--- src/atlcd_pkg.sv ---
// Shared types, codes and reply tables of the AT line command decoder.
`default_nettype none
package atlcd_pkg;

	// Jobs passed from the front end to the back end.
	localparam logic [1:0] OP_OK  = 2'd0;
	localparam logic [1:0] OP_CMD = 2'd1;
	localparam logic [1:0] OP_ERR = 2'd2;

	// Kinds of result on the output stream.
	localparam logic [1:0] KIND_REPLY = 2'd0;
	localparam logic [1:0] KIND_CLEAR = 2'd1;
	localparam logic [1:0] KIND_CHAR  = 2'd2;

	localparam logic [7:0] NEWLINE_BYTE = 8'h0A;
	localparam int         PREFIX_LEN   = 6;
	localparam int         COUNT_W      = 7;
	localparam int         LINE_W       = 4;

	typedef struct packed {
		logic [1:0]        op;
		logic [LINE_W-1:0] line;
	} cmd_t;

	function automatic logic [7:0] ok_char(input logic [1:0] idx);
		logic [7:0] c;
		case (idx)
			2'd0:    c = 8'h4F; // O
			2'd1:    c = 8'h4B; // K
			2'd2:    c = 8'h0D;
			default: c = 8'h0A;
		endcase
		return c;
	endfunction

	function automatic logic [7:0] err_char(input logic [2:0] idx);
		logic [7:0] c;
		case (idx)
			3'd0:    c = 8'h45; // E
			3'd1:    c = 8'h52; // R
			3'd2:    c = 8'h52; // R
			3'd3:    c = 8'h3A; // :
			3'd4:    c = 8'h2D; // -
			3'd5:    c = 8'h31; // 1
			3'd6:    c = 8'h0D;
			default: c = 8'h0A;
		endcase
		return c;
	endfunction

endpackage
`default_nettype wire

--- src/atlcd_front.sv ---
// Front end: collects line bytes and turns each finished line into a job.
`default_nettype none
module atlcd_front #(
	parameter int LINE_CAPACITY = 100,
	parameter int TEXT_END      = 20,
	parameter int LINE_COUNT    = 6
) (
	input  wire                                     clk,
	input  wire                                     arst_n,
	input  wire                                     in_valid,
	input  wire  [7:0]                              in_byte,
	output logic                                    in_ready,
	input  wire                                     q_full,
	output logic                                    q_push,
	output atlcd_pkg::cmd_t                         q_cmd,
	output logic [(TEXT_END-atlcd_pkg::PREFIX_LEN)*8-1:0] q_text
);
	localparam int TEXT_N = TEXT_END - atlcd_pkg::PREFIX_LEN;

	logic [7:0]                      store_q [TEXT_END];
	logic [atlcd_pkg::COUNT_W-1:0]   count_q;
	logic                            take;
	logic                            is_nl;
	logic                            is_full;
	logic                            match;

	assign in_ready = !q_full;
	assign take     = in_valid && in_ready;
	assign is_nl    = (in_byte == atlcd_pkg::NEWLINE_BYTE);
	assign is_full  = (count_q >= atlcd_pkg::COUNT_W'(LINE_CAPACITY));

	assign match = (store_q[0] == 8'h41) && (store_q[1] == 8'h54) &&
		(store_q[2] == 8'h2B) && (store_q[3] == 8'h4C) && (store_q[5] == 8'h3D) &&
		(store_q[4] >= 8'h31) && (store_q[4] <= 8'(48 + LINE_COUNT));

	always_comb begin
		q_push      = take && (is_nl || is_full);
		q_cmd.line  = atlcd_pkg::LINE_W'(store_q[4] - 8'h31);
		if (!is_nl) begin
			q_cmd.op = atlcd_pkg::OP_ERR;
		end else if (match) begin
			q_cmd.op = atlcd_pkg::OP_CMD;
		end else begin
			q_cmd.op = atlcd_pkg::OP_OK;
		end
		for (int k = 0; k < TEXT_N; k++) begin
			q_text[k*8 +: 8] = store_q[atlcd_pkg::PREFIX_LEN + k];
		end
	end

	always_ff @(posedge clk or negedge arst_n) begin
		if (!arst_n) begin
			count_q <= '0;
			for (int i = 0; i < TEXT_END; i++) begin
				store_q[i] <= '0;
			end
		end else if (take) begin
			if (is_nl || is_full) begin
				count_q <= '0;
				for (int i = 0; i < TEXT_END; i++) begin
					store_q[i] <= '0;
				end
			end else begin
				count_q <= count_q + 1'b1;
				for (int i = 0; i < TEXT_END; i++) begin
					if (count_q == atlcd_pkg::COUNT_W'(i)) begin
						store_q[i] <= in_byte;
					end
				end
			end
		end
	end

endmodule
`default_nettype wire

--- src/atlcd_queue.sv ---
// Two-entry job queue between the front end and the back end.
`default_nettype none
module atlcd_queue #(
	parameter int WIDTH = 8
) (
	input  wire              clk,
	input  wire              arst_n,
	input  wire              push,
	input  wire [WIDTH-1:0]  push_data,
	output logic             full,
	input  wire              pop,
	output logic             not_empty,
	output logic [WIDTH-1:0] pop_data
);
	logic [WIDTH-1:0] mem_q [2];
	logic             wr_q;
	logic             rd_q;
	logic [1:0]       fill_q;

	assign full      = (fill_q == 2'd2);
	assign not_empty = (fill_q != 2'd0);
	assign pop_data  = mem_q[rd_q];

	always_ff @(posedge clk) begin
		if (push) begin
			mem_q[wr_q] <= push_data;
		end
	end

	always_ff @(posedge clk or negedge arst_n) begin
		if (!arst_n) begin
			wr_q   <= 1'b0;
			rd_q   <= 1'b0;
			fill_q <= 2'd0;
		end else begin
			if (push) begin
				wr_q <= !wr_q;
			end
			if (pop) begin
				rd_q <= !rd_q;
			end
			case ({push, pop})
				2'b10:   fill_q <= fill_q + 2'd1;
				2'b01:   fill_q <= fill_q - 2'd1;
				default: fill_q <= fill_q;
			endcase
		end
	end

endmodule
`default_nettype wire

--- src/atlcd_back.sv ---
// Back end: feeds a job's results to the output register one per cycle unless stalled.
`default_nettype none
module atlcd_back #(
	parameter int TEXT_END = 20
) (
	input  wire                                           clk,
	input  wire                                           arst_n,
	input  wire                                           q_valid,
	input  atlcd_pkg::cmd_t                               q_cmd,
	input  wire  [(TEXT_END-atlcd_pkg::PREFIX_LEN)*8-1:0] q_text,
	output logic                                          q_pop,
	output logic                                          out_valid,
	input  wire                                           out_ready,
	output logic [1:0]                                    out_kind,
	output logic [7:0]                                    out_value,
	output logic                                          out_last
);
	localparam int TEXT_N = TEXT_END - atlcd_pkg::PREFIX_LEN;
	localparam int TXT_W  = $clog2(TEXT_N + 1);
	localparam int IDX_W  = (TXT_W > 3) ? TXT_W : 3;
	localparam int TIX_W  = (TEXT_N > 1) ? $clog2(TEXT_N) : 1;

	localparam logic [2:0] ST_IDLE    = 3'd0;
	localparam logic [2:0] ST_CLEAR   = 3'd1;
	localparam logic [2:0] ST_TEXT    = 3'd2;
	localparam logic [2:0] ST_OK_MID  = 3'd3;
	localparam logic [2:0] ST_OK_LAST = 3'd4;
	localparam logic [2:0] ST_ERR     = 3'd5;

	logic [2:0]                        state_q;
	logic [2:0]                        state_d;
	logic [IDX_W-1:0]                  idx_q;
	logic [IDX_W-1:0]                  idx_d;
	logic [atlcd_pkg::LINE_W-1:0]      line_q;
	logic [TEXT_N*8-1:0]               text_q;
	logic                              out_free;
	logic                              emit;
	logic [1:0]                        kind_d;
	logic [7:0]                        value_d;
	logic                              last_d;
	logic [7:0]                        text_byte;
	logic                              text_done;

	assign out_free  = !out_valid || out_ready;
	assign q_pop     = (state_q == ST_IDLE) && q_valid;
	assign text_byte = text_q[idx_q[TIX_W-1:0]*8 +: 8];
	assign text_done = (idx_q == IDX_W'(TEXT_N)) || (text_byte == 8'h00);

	always_comb begin
		state_d = state_q;
		idx_d   = idx_q;
		emit    = 1'b0;
		kind_d  = atlcd_pkg::KIND_REPLY;
		value_d = atlcd_pkg::ok_char(idx_q[1:0]);
		last_d  = 1'b0;
		unique case (state_q)
			ST_IDLE: begin
				idx_d = '0;
				if (q_valid) begin
					unique case (q_cmd.op)
						atlcd_pkg::OP_CMD: state_d = ST_CLEAR;
						atlcd_pkg::OP_ERR: state_d = ST_ERR;
						default:           state_d = ST_OK_LAST;
					endcase
				end
			end
			ST_CLEAR: begin
				emit    = 1'b1;
				kind_d  = atlcd_pkg::KIND_CLEAR;
				value_d = 8'(line_q);
				state_d = ST_TEXT;
				idx_d   = '0;
			end
			ST_TEXT: begin
				if (text_done) begin
					state_d = ST_OK_MID;
					idx_d   = '0;
				end else begin
					emit    = 1'b1;
					kind_d  = atlcd_pkg::KIND_CHAR;
					value_d = text_byte;
					idx_d   = idx_q + 1'b1;
				end
			end
			ST_OK_MID: begin
				emit = 1'b1;
				if (idx_q[1:0] == 2'd3) begin
					state_d = ST_OK_LAST;
					idx_d   = '0;
				end else begin
					idx_d = idx_q + 1'b1;
				end
			end
			ST_OK_LAST: begin
				emit   = 1'b1;
				last_d = (idx_q[1:0] == 2'd3);
				idx_d  = idx_q + 1'b1;
				if (last_d) begin
					state_d = ST_IDLE;
				end
			end
			ST_ERR: begin
				emit    = 1'b1;
				value_d = atlcd_pkg::err_char(idx_q[2:0]);
				last_d  = (idx_q[2:0] == 3'd7);
				idx_d   = idx_q + 1'b1;
				if (last_d) begin
					state_d = ST_IDLE;
				end
			end
			default: begin
				state_d = ST_IDLE;
			end
		endcase
	end

	always_ff @(posedge clk) begin
		if (q_pop) begin
			line_q <= q_cmd.line;
			text_q <= q_text;
		end
		if (out_free && emit) begin
			out_kind  <= kind_d;
			out_value <= value_d;
			out_last  <= last_d;
		end
	end

	always_ff @(posedge clk or negedge arst_n) begin
		if (!arst_n) begin
			state_q   <= ST_IDLE;
			idx_q     <= '0;
			out_valid <= 1'b0;
		end else begin
			if (state_q == ST_IDLE || out_free) begin
				state_q <= state_d;
				idx_q   <= idx_d;
			end
			if (out_free) begin
				out_valid <= (state_q != ST_IDLE) && emit;
			end
		end
	end

endmodule
`default_nettype wire

--- src/at_line_command_to_lcd_text.sv ---
// Top level of the AT line command decoder that drives a text display.
//
// Input stream (s_tvalid, s_tready, s_tdata): one received serial byte per
// transaction. Output stream (m_tvalid, m_tready, m_tdata, m_tuser, m_tlast):
// one result per transaction. m_tuser gives its kind (serial reply byte, clear
// of a display line, display character), m_tdata the byte or line number, and
// m_tlast marks the final result caused by one input byte.
// Ordinary bytes are taken and produce nothing. A newline or an overlong line
// becomes a job in a two-entry queue; the back end then emits its results one
// per cycle while the receiver takes them: 4 for a plain line, 8 for the error
// reply, and up to 23 for a display command (clear, text, two OK replies), plus
// a step without a result to fetch the job and another at the end of the text.
// The first result passes through the queue, the back end's state register and
// the output register. The back end fetches a new job only once it has finished
// the last one; meanwhile the queue holds up to two jobs.
// Reset empties the line store, the queue and the output register.
// When the receiver stalls, the output register holds its result, the back end
// waits, and once the queue is full s_tready drops until a job leaves it.
`default_nettype none
module at_line_command_to_lcd_text #(
	parameter int LINE_CAPACITY = 100,
	parameter int TEXT_END      = 20,
	parameter int LINE_COUNT    = 6
) (
	input  wire         clk,
	input  wire         arst_n,
	input  wire         s_tvalid,
	output logic        s_tready,
	input  wire  [7:0]  s_tdata,   // [7:0] rx_byte
	output logic        m_tvalid,
	input  wire         m_tready,
	output logic [7:0]  m_tdata,   // [7:0] value
	output logic [1:0]  m_tuser,   // [1:0] kind
	output logic        m_tlast
);
	localparam int TEXT_N = TEXT_END - atlcd_pkg::PREFIX_LEN;
	localparam int CMD_W  = $bits(atlcd_pkg::cmd_t);
	localparam int JOB_W  = CMD_W + TEXT_N * 8;

	logic                q_full;
	logic                q_push;
	logic                q_pop;
	logic                q_valid;
	atlcd_pkg::cmd_t     push_cmd;
	atlcd_pkg::cmd_t     pop_cmd;
	logic [TEXT_N*8-1:0] push_text;
	logic [TEXT_N*8-1:0] pop_text;
	logic [JOB_W-1:0]    pop_job;

	// Front end: keeps the line store and the byte count.
	atlcd_front #(
		.LINE_CAPACITY(LINE_CAPACITY),
		.TEXT_END     (TEXT_END),
		.LINE_COUNT   (LINE_COUNT)
	) u_front (
		.clk     (clk),
		.arst_n  (arst_n),
		.in_valid(s_tvalid),
		.in_byte (s_tdata),
		.in_ready(s_tready),
		.q_full  (q_full),
		.q_push  (q_push),
		.q_cmd   (push_cmd),
		.q_text  (push_text)
	);

	// The job carries a copy of the text positions so the store may refill at once.
	atlcd_queue #(
		.WIDTH(JOB_W)
	) u_queue (
		.clk      (clk),
		.arst_n   (arst_n),
		.push     (q_push),
		.push_data({push_text, push_cmd}),
		.full     (q_full),
		.pop      (q_pop),
		.not_empty(q_valid),
		.pop_data (pop_job)
	);

	assign pop_cmd  = pop_job[CMD_W-1:0];
	assign pop_text = pop_job[JOB_W-1:CMD_W];

	// Back end: result sequencer with its output register.
	atlcd_back #(
		.TEXT_END(TEXT_END)
	) u_back (
		.clk      (clk),
		.arst_n   (arst_n),
		.q_valid  (q_valid),
		.q_cmd    (pop_cmd),
		.q_text   (pop_text),
		.q_pop    (q_pop),
		.out_valid(m_tvalid),
		.out_ready(m_tready),
		.out_kind (m_tuser),
		.out_value(m_tdata),
		.out_last (m_tlast)
	);

endmodule
`default_nettype wire
--- config.mk ---
export PLATFORM = sky130hd
export DESIGN_NAME = at_line_command_to_lcd_text
export DESIGN_NICKNAME = d
export VERILOG_FILES = /design/src/atlcd_pkg.sv /design/src/atlcd_front.sv /design/src/atlcd_queue.sv /design/src/atlcd_back.sv /design/src/at_line_command_to_lcd_text.sv
export SDC_FILE = /design/constraint.sdc
export NUM_CORES = 1
export LEC_CHECK = 0
export BUFFER_PORTS_ARGS = -buffer_cell sky130_fd_sc_hd__buf_2
export CORE_MARGIN = 3
export CORE_UTILIZATION = 50
export DETAILED_ROUTE_END_ITERATION = 6
export GPL_TIMING_DRIVEN = 0
export PLACE_DENSITY = 0.66
export SLEW_MARGIN = 20
export SYNTH_ARGS = -nofsm -noshare
export SYNTH_HDL_FRONTEND = slang
export SYNTH_SLANG_ARGS = --single-unit
export TNS_END_PERCENT = 1
--- constraint.sdc ---
create_clock -name clk -period 8.71 [get_ports clk]
set_clock_uncertainty 0.15 [all_clocks]
set_input_delay 0.4355 -clock clk [delete_from_list [all_inputs] [get_ports clk]]
set_output_delay 0.4355 -clock clk [all_outputs]
set_load 0.02 [all_outputs]
Word level (Yosys, flattened, before mapping)
Memories as Yosys holds them, arrays and structs flattened.
Cells that the tools add are included.
Widths: inputs -> output; s select.
{"block": "op_classes", "magnitude_cmp": 3, "n_reduce_logical": 74, "n_addsub": 5, "shift": 1, "muxes": 46, "n_eq_ne": 51}
{"op": "$mux 8", "count": 21}
{"op": "$mux 160", "count": 1}
{"op": "$shiftx 112x8->8", "count": 1}
{"op": "$eq 7x4->1 const B", "count": 8}
{"op": "$reduce_bool 2->1", "count": 22}
{"op": "$pmux 7 s6", "count": 1}
{"op": "$reduce_and 2->1", "count": 21}
{"op": "$eq 7x3->1 const B", "count": 4}
{"op": "$eq 7x5->1 const B", "count": 4}
{"op": "$eq 8x7->1 const B", "count": 3}
{"op": "$pmux 8 s3", "count": 1}
{"op": "$pmux 7 s3", "count": 1}
{"op": "$eq 3x3->1 const B", "count": 6}
{"op": "$pmux 3 s6", "count": 1}
{"op": "$eq 8x6->1 const B", "count": 2}
{"op": "$pmux 4 s4", "count": 1}
{"op": "$mux 3", "count": 5}
{"op": "$eq 7x2->1 const B", "count": 2}
{"op": "$eq 3x2->1 const B", "count": 4}
{"op": "$logic_and 1x1->1", "count": 11}
{"op": "$eq 2x2->1 const B", "count": 5}
{"op": "$ne 2x1->1 const B", "count": 5}
{"op": "$eq 8x4->1 const B", "count": 1}
{"op": "$ge 8x6->1 const B", "count": 1}
{"op": "other kinds (29)", "count": 48}
{"block": "word_totals", "output_inout_bits": 13, "word_cells": 213, "ramBits": 236, "regBits": 306, "n_memories": 1, "in_bits": 12}
{"name": "u_queue.mem_q", "words": 2, "width": 118, "read_ports": 1, "rd_ports_with_merged_regs": 0, "write_ports": 1, "line": "atlcd_queue.sv:15", "text": "logic [WIDTH-1:0] mem_q [2];"}

Longest topological paths before layout
{"block": "depth", "ltp_word": 9, "depth_mapped": 11, "ltp_nobuf": 9}

Cells and area by module
From an unflattened synthesis, not the netlist that was laid out.
{"block": "hier_totals", "hier_cells": 1487, "area_unflattened_um2": 23037.1}
{"mod": "atlcd_queue", "n_inst": 1, "cells_per_inst": 383, "area_per_inst_um2": 8744.6}
{"mod": "atlcd_front", "n_inst": 1, "cells_per_inst": 759, "area_per_inst_um2": 8579.5}
{"mod": "atlcd_back", "n_inst": 1, "cells_per_inst": 345, "area_per_inst_um2": 5713.0}

Worst setup path after synthesis
Ideal clock, no wire load.
{"block": "synth_path", "path_type": "register to register", "from": "register u_front.count_q[2] (netlist name)", "to": "memory u_queue.mem_q[0][0] (netlist name), enable pin", "t_required_ns": 7.964, "path_stages_with_launch": 9, "path_slack_ns": 1.392, "t_arrival_ns": 6.571, "path_cell_list": "dfrtp_1 > clkbuf_1 > o311ai_2 > and2_1 > clkbuf_1 > nor2_1 > inv_2 > buf_2 > nor2_1"}
{"block": "synth_between", "elab_chain_cells": 5}
{"element": "start: declaration", "line": "atlcd_front.sv:21", "text": "logic [atlcd_pkg::COUNT_W-1:0] count_q;"}
{"element": "start signal: assignment", "line": "atlcd_front.sv:64", "text": "count_q <= count_q + 1'b1;"}
{"element": "$ge 7x7->1", "line": "atlcd_front.sv:30", "text": "assign is_full = (count_q >= atlcd_pkg::COUNT_W'(LINE_CAPACITY));"}
{"element": "$logic_or 1x1->1", "line": "atlcd_front.sv:37", "text": "q_push = take && (is_nl || is_full);"}
{"element": "$logic_and 1x1->1", "line": "atlcd_front.sv:37"}
{"element": "$mux 1", "line": "atlcd_queue.sv:25", "text": "if (push) begin"}
{"element": "$mux 1 (not written as such)", "line": "atlcd_queue.sv:26", "text": "mem_q[wr_q] <= push_data;"}
{"element": "end: declaration", "line": "atlcd_queue.sv:15"}
No other way between the ends.

Final worst setup path
{"block": "layout_path", "from": "register u_front.count_q[3] (netlist name)", "to": "memory u_queue.mem_q[0][106] (netlist name), enable pin"}
Same word-level chain as after synthesis.

==> results by group <==
Status
  – Status: completed

Drt
  – TritonRoute pass-1 iters: 5
  – Drt via density: 5.865
  – Routed wire length: 46,990 um
  – Detail Route Antenna Nets: 0
  – DRC: 0
  – DRT iter0 DRCs: 1,015
  – WL/cell: 22.65 um
  – Vias: 12,169

Hold path
  – Worst Hold End: u_back.state_q[1]
  – Worst hold start: m_tready
  – Worst Hold Path Cells: 4
  – Worst hold path type: primary input to flip-flop

Setup path
  – CP Capture Type: flip-flop
  – Reg2reg path depth: 10
  – Slowest library cell on the worst path: nor2_4
  – CP Cell Sequence: clkbuf_1 -> o311ai_2 -> and2_1 -> clkbuf_1 -> nor2_1 -> inv_2 -> buf_2 -> nor2_4 -> buf_12 -> buf_12
  – CP required: 8.85 ns
  – Crit path max fanout: 23
  – Max incr delay on CP: 0.63 ns
  – R2r startpoint: u_front.count_q[3]
  – Crit. Startpoint: u_front.count_q[3]
  – Path type of the worst setup path: flip-flop to flip-flop
  – Worst reg2reg path endpoint: u_queue.mem_q[0][106]
  – Reg-to-reg slack, setup: 4.90 ns
  – Crit path DAT: 3.96 ns
  – Crit path launch type: flip-flop
  – CP delay by family, top: buffers and inverters
  – WP buf/inv: 6

Placement
  – I/O Buffers: 24
  – Placed Instances: 1,972
  – GPL Wtd Cong: 0.8599
  – Placed cell areas: 22,280 um2
  – DP HPWL: 30,840 um

Die
  – Die Ht: 211.6 um
  – Number of cell rows: 74
  – IO Pins: 25
  – Initial Util: 51.20%
  – Core area: 41,290 um2
  – Die area: 44,790 um2
  – Die Wd: 211.6 um

Clock network
  – Clock buffer depth: 3
  – Clock root cell: clkbuf_16
  – CTS Buf Count: 54
  – Reg clk slew, reported paths: 0.06 ns
  – Setup bufs post-CTS: 0
  – Skew-Pair Late Insertion Delay: 0.59 ns
  – H-tree lvl count: 2
  – CTS sink count: 542
  – TritonCTS clock tree: yes

Timing
  – Min Tclk post-route: 3.815 ns
  – Pins Over Slew Limit: 0
  – Unrepaired setup endpoints after global routing: no
  – Crit share post-route: 43.80%
  – Worst slew pin tran: 1.133 ns
  – Slew Limit Headroom: 23.80%
  – FMAX: 262.1 MHz
  – Final setup vio count: 0
  – Fin. Hold Viols: 0
  – Hold slack: 0.1064 ns

Global routing
  – Initial antenna violation count: 1
  – GR Overflow Total: 0
  – Largest net degree at the start of global routing: 92
  – GRT Resource Usage Total: 21.50%
  – Vias in the first global route: 12,096
  – First-pass GRT wire length: 72,150 um

Finish
  – # diodes: 0
  – Layout cells sized above 1: 18.66%
  – Final nets: 1,526
  – Number of fill cells: 3,197
  – Post-route insts no fill: 2,075
  – Layout area overhead: 13.66%
  – Cell area after layout: 24,030 um2

Job
  – MaxCap Viol Count: 0

Power
  – Pwr dens: 339.1 nW/um2
  – Leak pwr: 0.008833 uW
  – Total power: 8150 uW
  – Maximum VDD drop: 0.0001572 V

Synth
  – Ys Warns: 0
  – Asr flop ratio synth: 33.03%
  – Synth Area per Inst: 15.07 um2
  – Syn_nets: 1,432
  – Post-synth EDFFs: 363
  – Library cells used by synthesis: 68
  – Share of the synthesized area in the top cell type: 51.56%
  – Post-synthesis cell area: 21,140 um2
  – #FFs+latches synth: 542
  – Sequential fraction of the synthesis area: 72.74%
  – Post-Synthesis Cells: 1,403
  – Largest area contributor in the netlist: edfxtp_1
  – Ys flop type: edfxtp_1
  – Synth area leaders: edfxtp_1, dfrtp_1, mux2_2
power breakdown:
group | leakage [uW] | internal (uW) | switching [uW]
sequential | 0.00571 | 3610 | 340
combinational | 0.00226 | 781 | 1170
clock | 0.000864 | 1310 | 944
total | 0.00883 | 5690 | 2450
cell type report:
class / instances / area (um2) / share of cell area (%)
Clock buffer: 81 / 1617 / 6.727
Clock inverter: 21 / 128.9 / 0.5363
Buffer: 92 / 404.1 / 1.682
Timing Repair Buffer: 38 / 460.4 / 1.916
Sequential cell: 542 / 15380 / 64.00
Tap cell: 532 / 665.6 / 2.770
Multi-Input combinational cell: 756 / 5328 / 22.17
Inverter: 13 / 48.80 / 0.2031
kinds of logic after synthesis:
group	synth area share [%]
flops	72.74
mux	9.463
buf+inv	2.142
fa+ha+maj	1.006
simple gates	7.776
compound gates	6.498
xor+xnor	0.3728
cells in the mapped netlist, types with 3 or more instances:
library cell,count
a21oi_1,13
a221oi_1,3
a31oi_1,5
and2_1,4
and3_1,5
buf_1,4
buf_2,13
clkbuf_1,70
dfrtp_1,179
edfxtp_1,363
ha_1,17
inv_1,11
mux2_2,118
mux2i_1,24
mux4_2,18
nand2_1,45
nand2b_1,7
nand3_1,187
nand4_1,4
nor2_1,36
nor2b_1,3
nor3_1,13
nor3b_1,3
nor4_1,4
nor4b_1,4
o21ai_0,180
o21ai_1,4
o221ai_1,3
o22ai_1,4
o31ai_1,4
xnor2_1,4
xor2_1,5
how the worst max path moves through the flow:
stage                             to  slack (ns)  cells past startpoint
5_1_grt        u_queue.mem_q[0][110]        4.66                     10
4_1_cts          u_back.out_value[4]        4.89                      9
3_3_place_gp   u_queue.mem_q[0][106]       -2.58                      9
3_5_place_dp   u_queue.mem_q[0][106]        4.67                     11
6_report       u_queue.mem_q[0][106]        4.90                     10
2_1_floorplan    u_queue.mem_q[0][0]        1.39                      8
per-layer routing:
layer	part of all wire, %	vias to the layer above	track usage [%]	routed length (um)
met5	0	-	0	0
met4	3.6	0	8.314	1684
met3	6.3	96	3.749	2945
met2	47	408	34.20	22270
met1	43	6154	30.04	20100
li1	-	5511	-	-
flip-flops by register name, summed over array words and instances, names as in the netlist, 2 cells and up:
signal and count:
u_back.state_q 3, u_front.count_q 7, u_back.line_q 4, u_back.out_value 8, u_back.idx_q 4, u_back.text_q 112, u_queue.mem_q 236, u_front.store_q 48
u_back.out_kind 2, u_front.q_text 112, u_queue.fill_q 2
cells in the final DEF (no fill, tap or decap), types with 13 or more instances in the layout:
cell / n
nand3_1: 187
ha_1: 17
mux2i_1: 24
nor3_1: 13
mux4_2: 18
edfxtp_1: 363
mux2_2: 118
nand2_1: 45
nor2_1: 34
clkbuf_16: 57
buf_2: 36
clkinv_2: 13
dfrtp_1: 179
o21ai_0: 180
a21oi_1: 13
clkbuf_1: 84
repair_timing:
action,in CTS,in global routing
hold endpoints to repair,88,0
resized for setup,0,0
hold buffers,1,0
metrics by stage:
step                setup slack (ns)  utilization, %  setup TNS, ns
floorplan                      1.392               -              0
detailed placement             4.672           53.95              0
CTS                            4.893           58.20              0
finish                         4.895           58.20              0
global placement              -2.584           53.10        -405.84
global route                   4.660           58.20              0
tightest hold or removal path, delay by kind of cell:
| family | cells | cell delay (ns) |
|---|---|---|
| simple gates | 2 | 0.16 |
| buf+inv | 1 | 0.08 |
| compound gates | 1 | 0.13 |
Note: power is estimated with default switching activity, not from simulation.
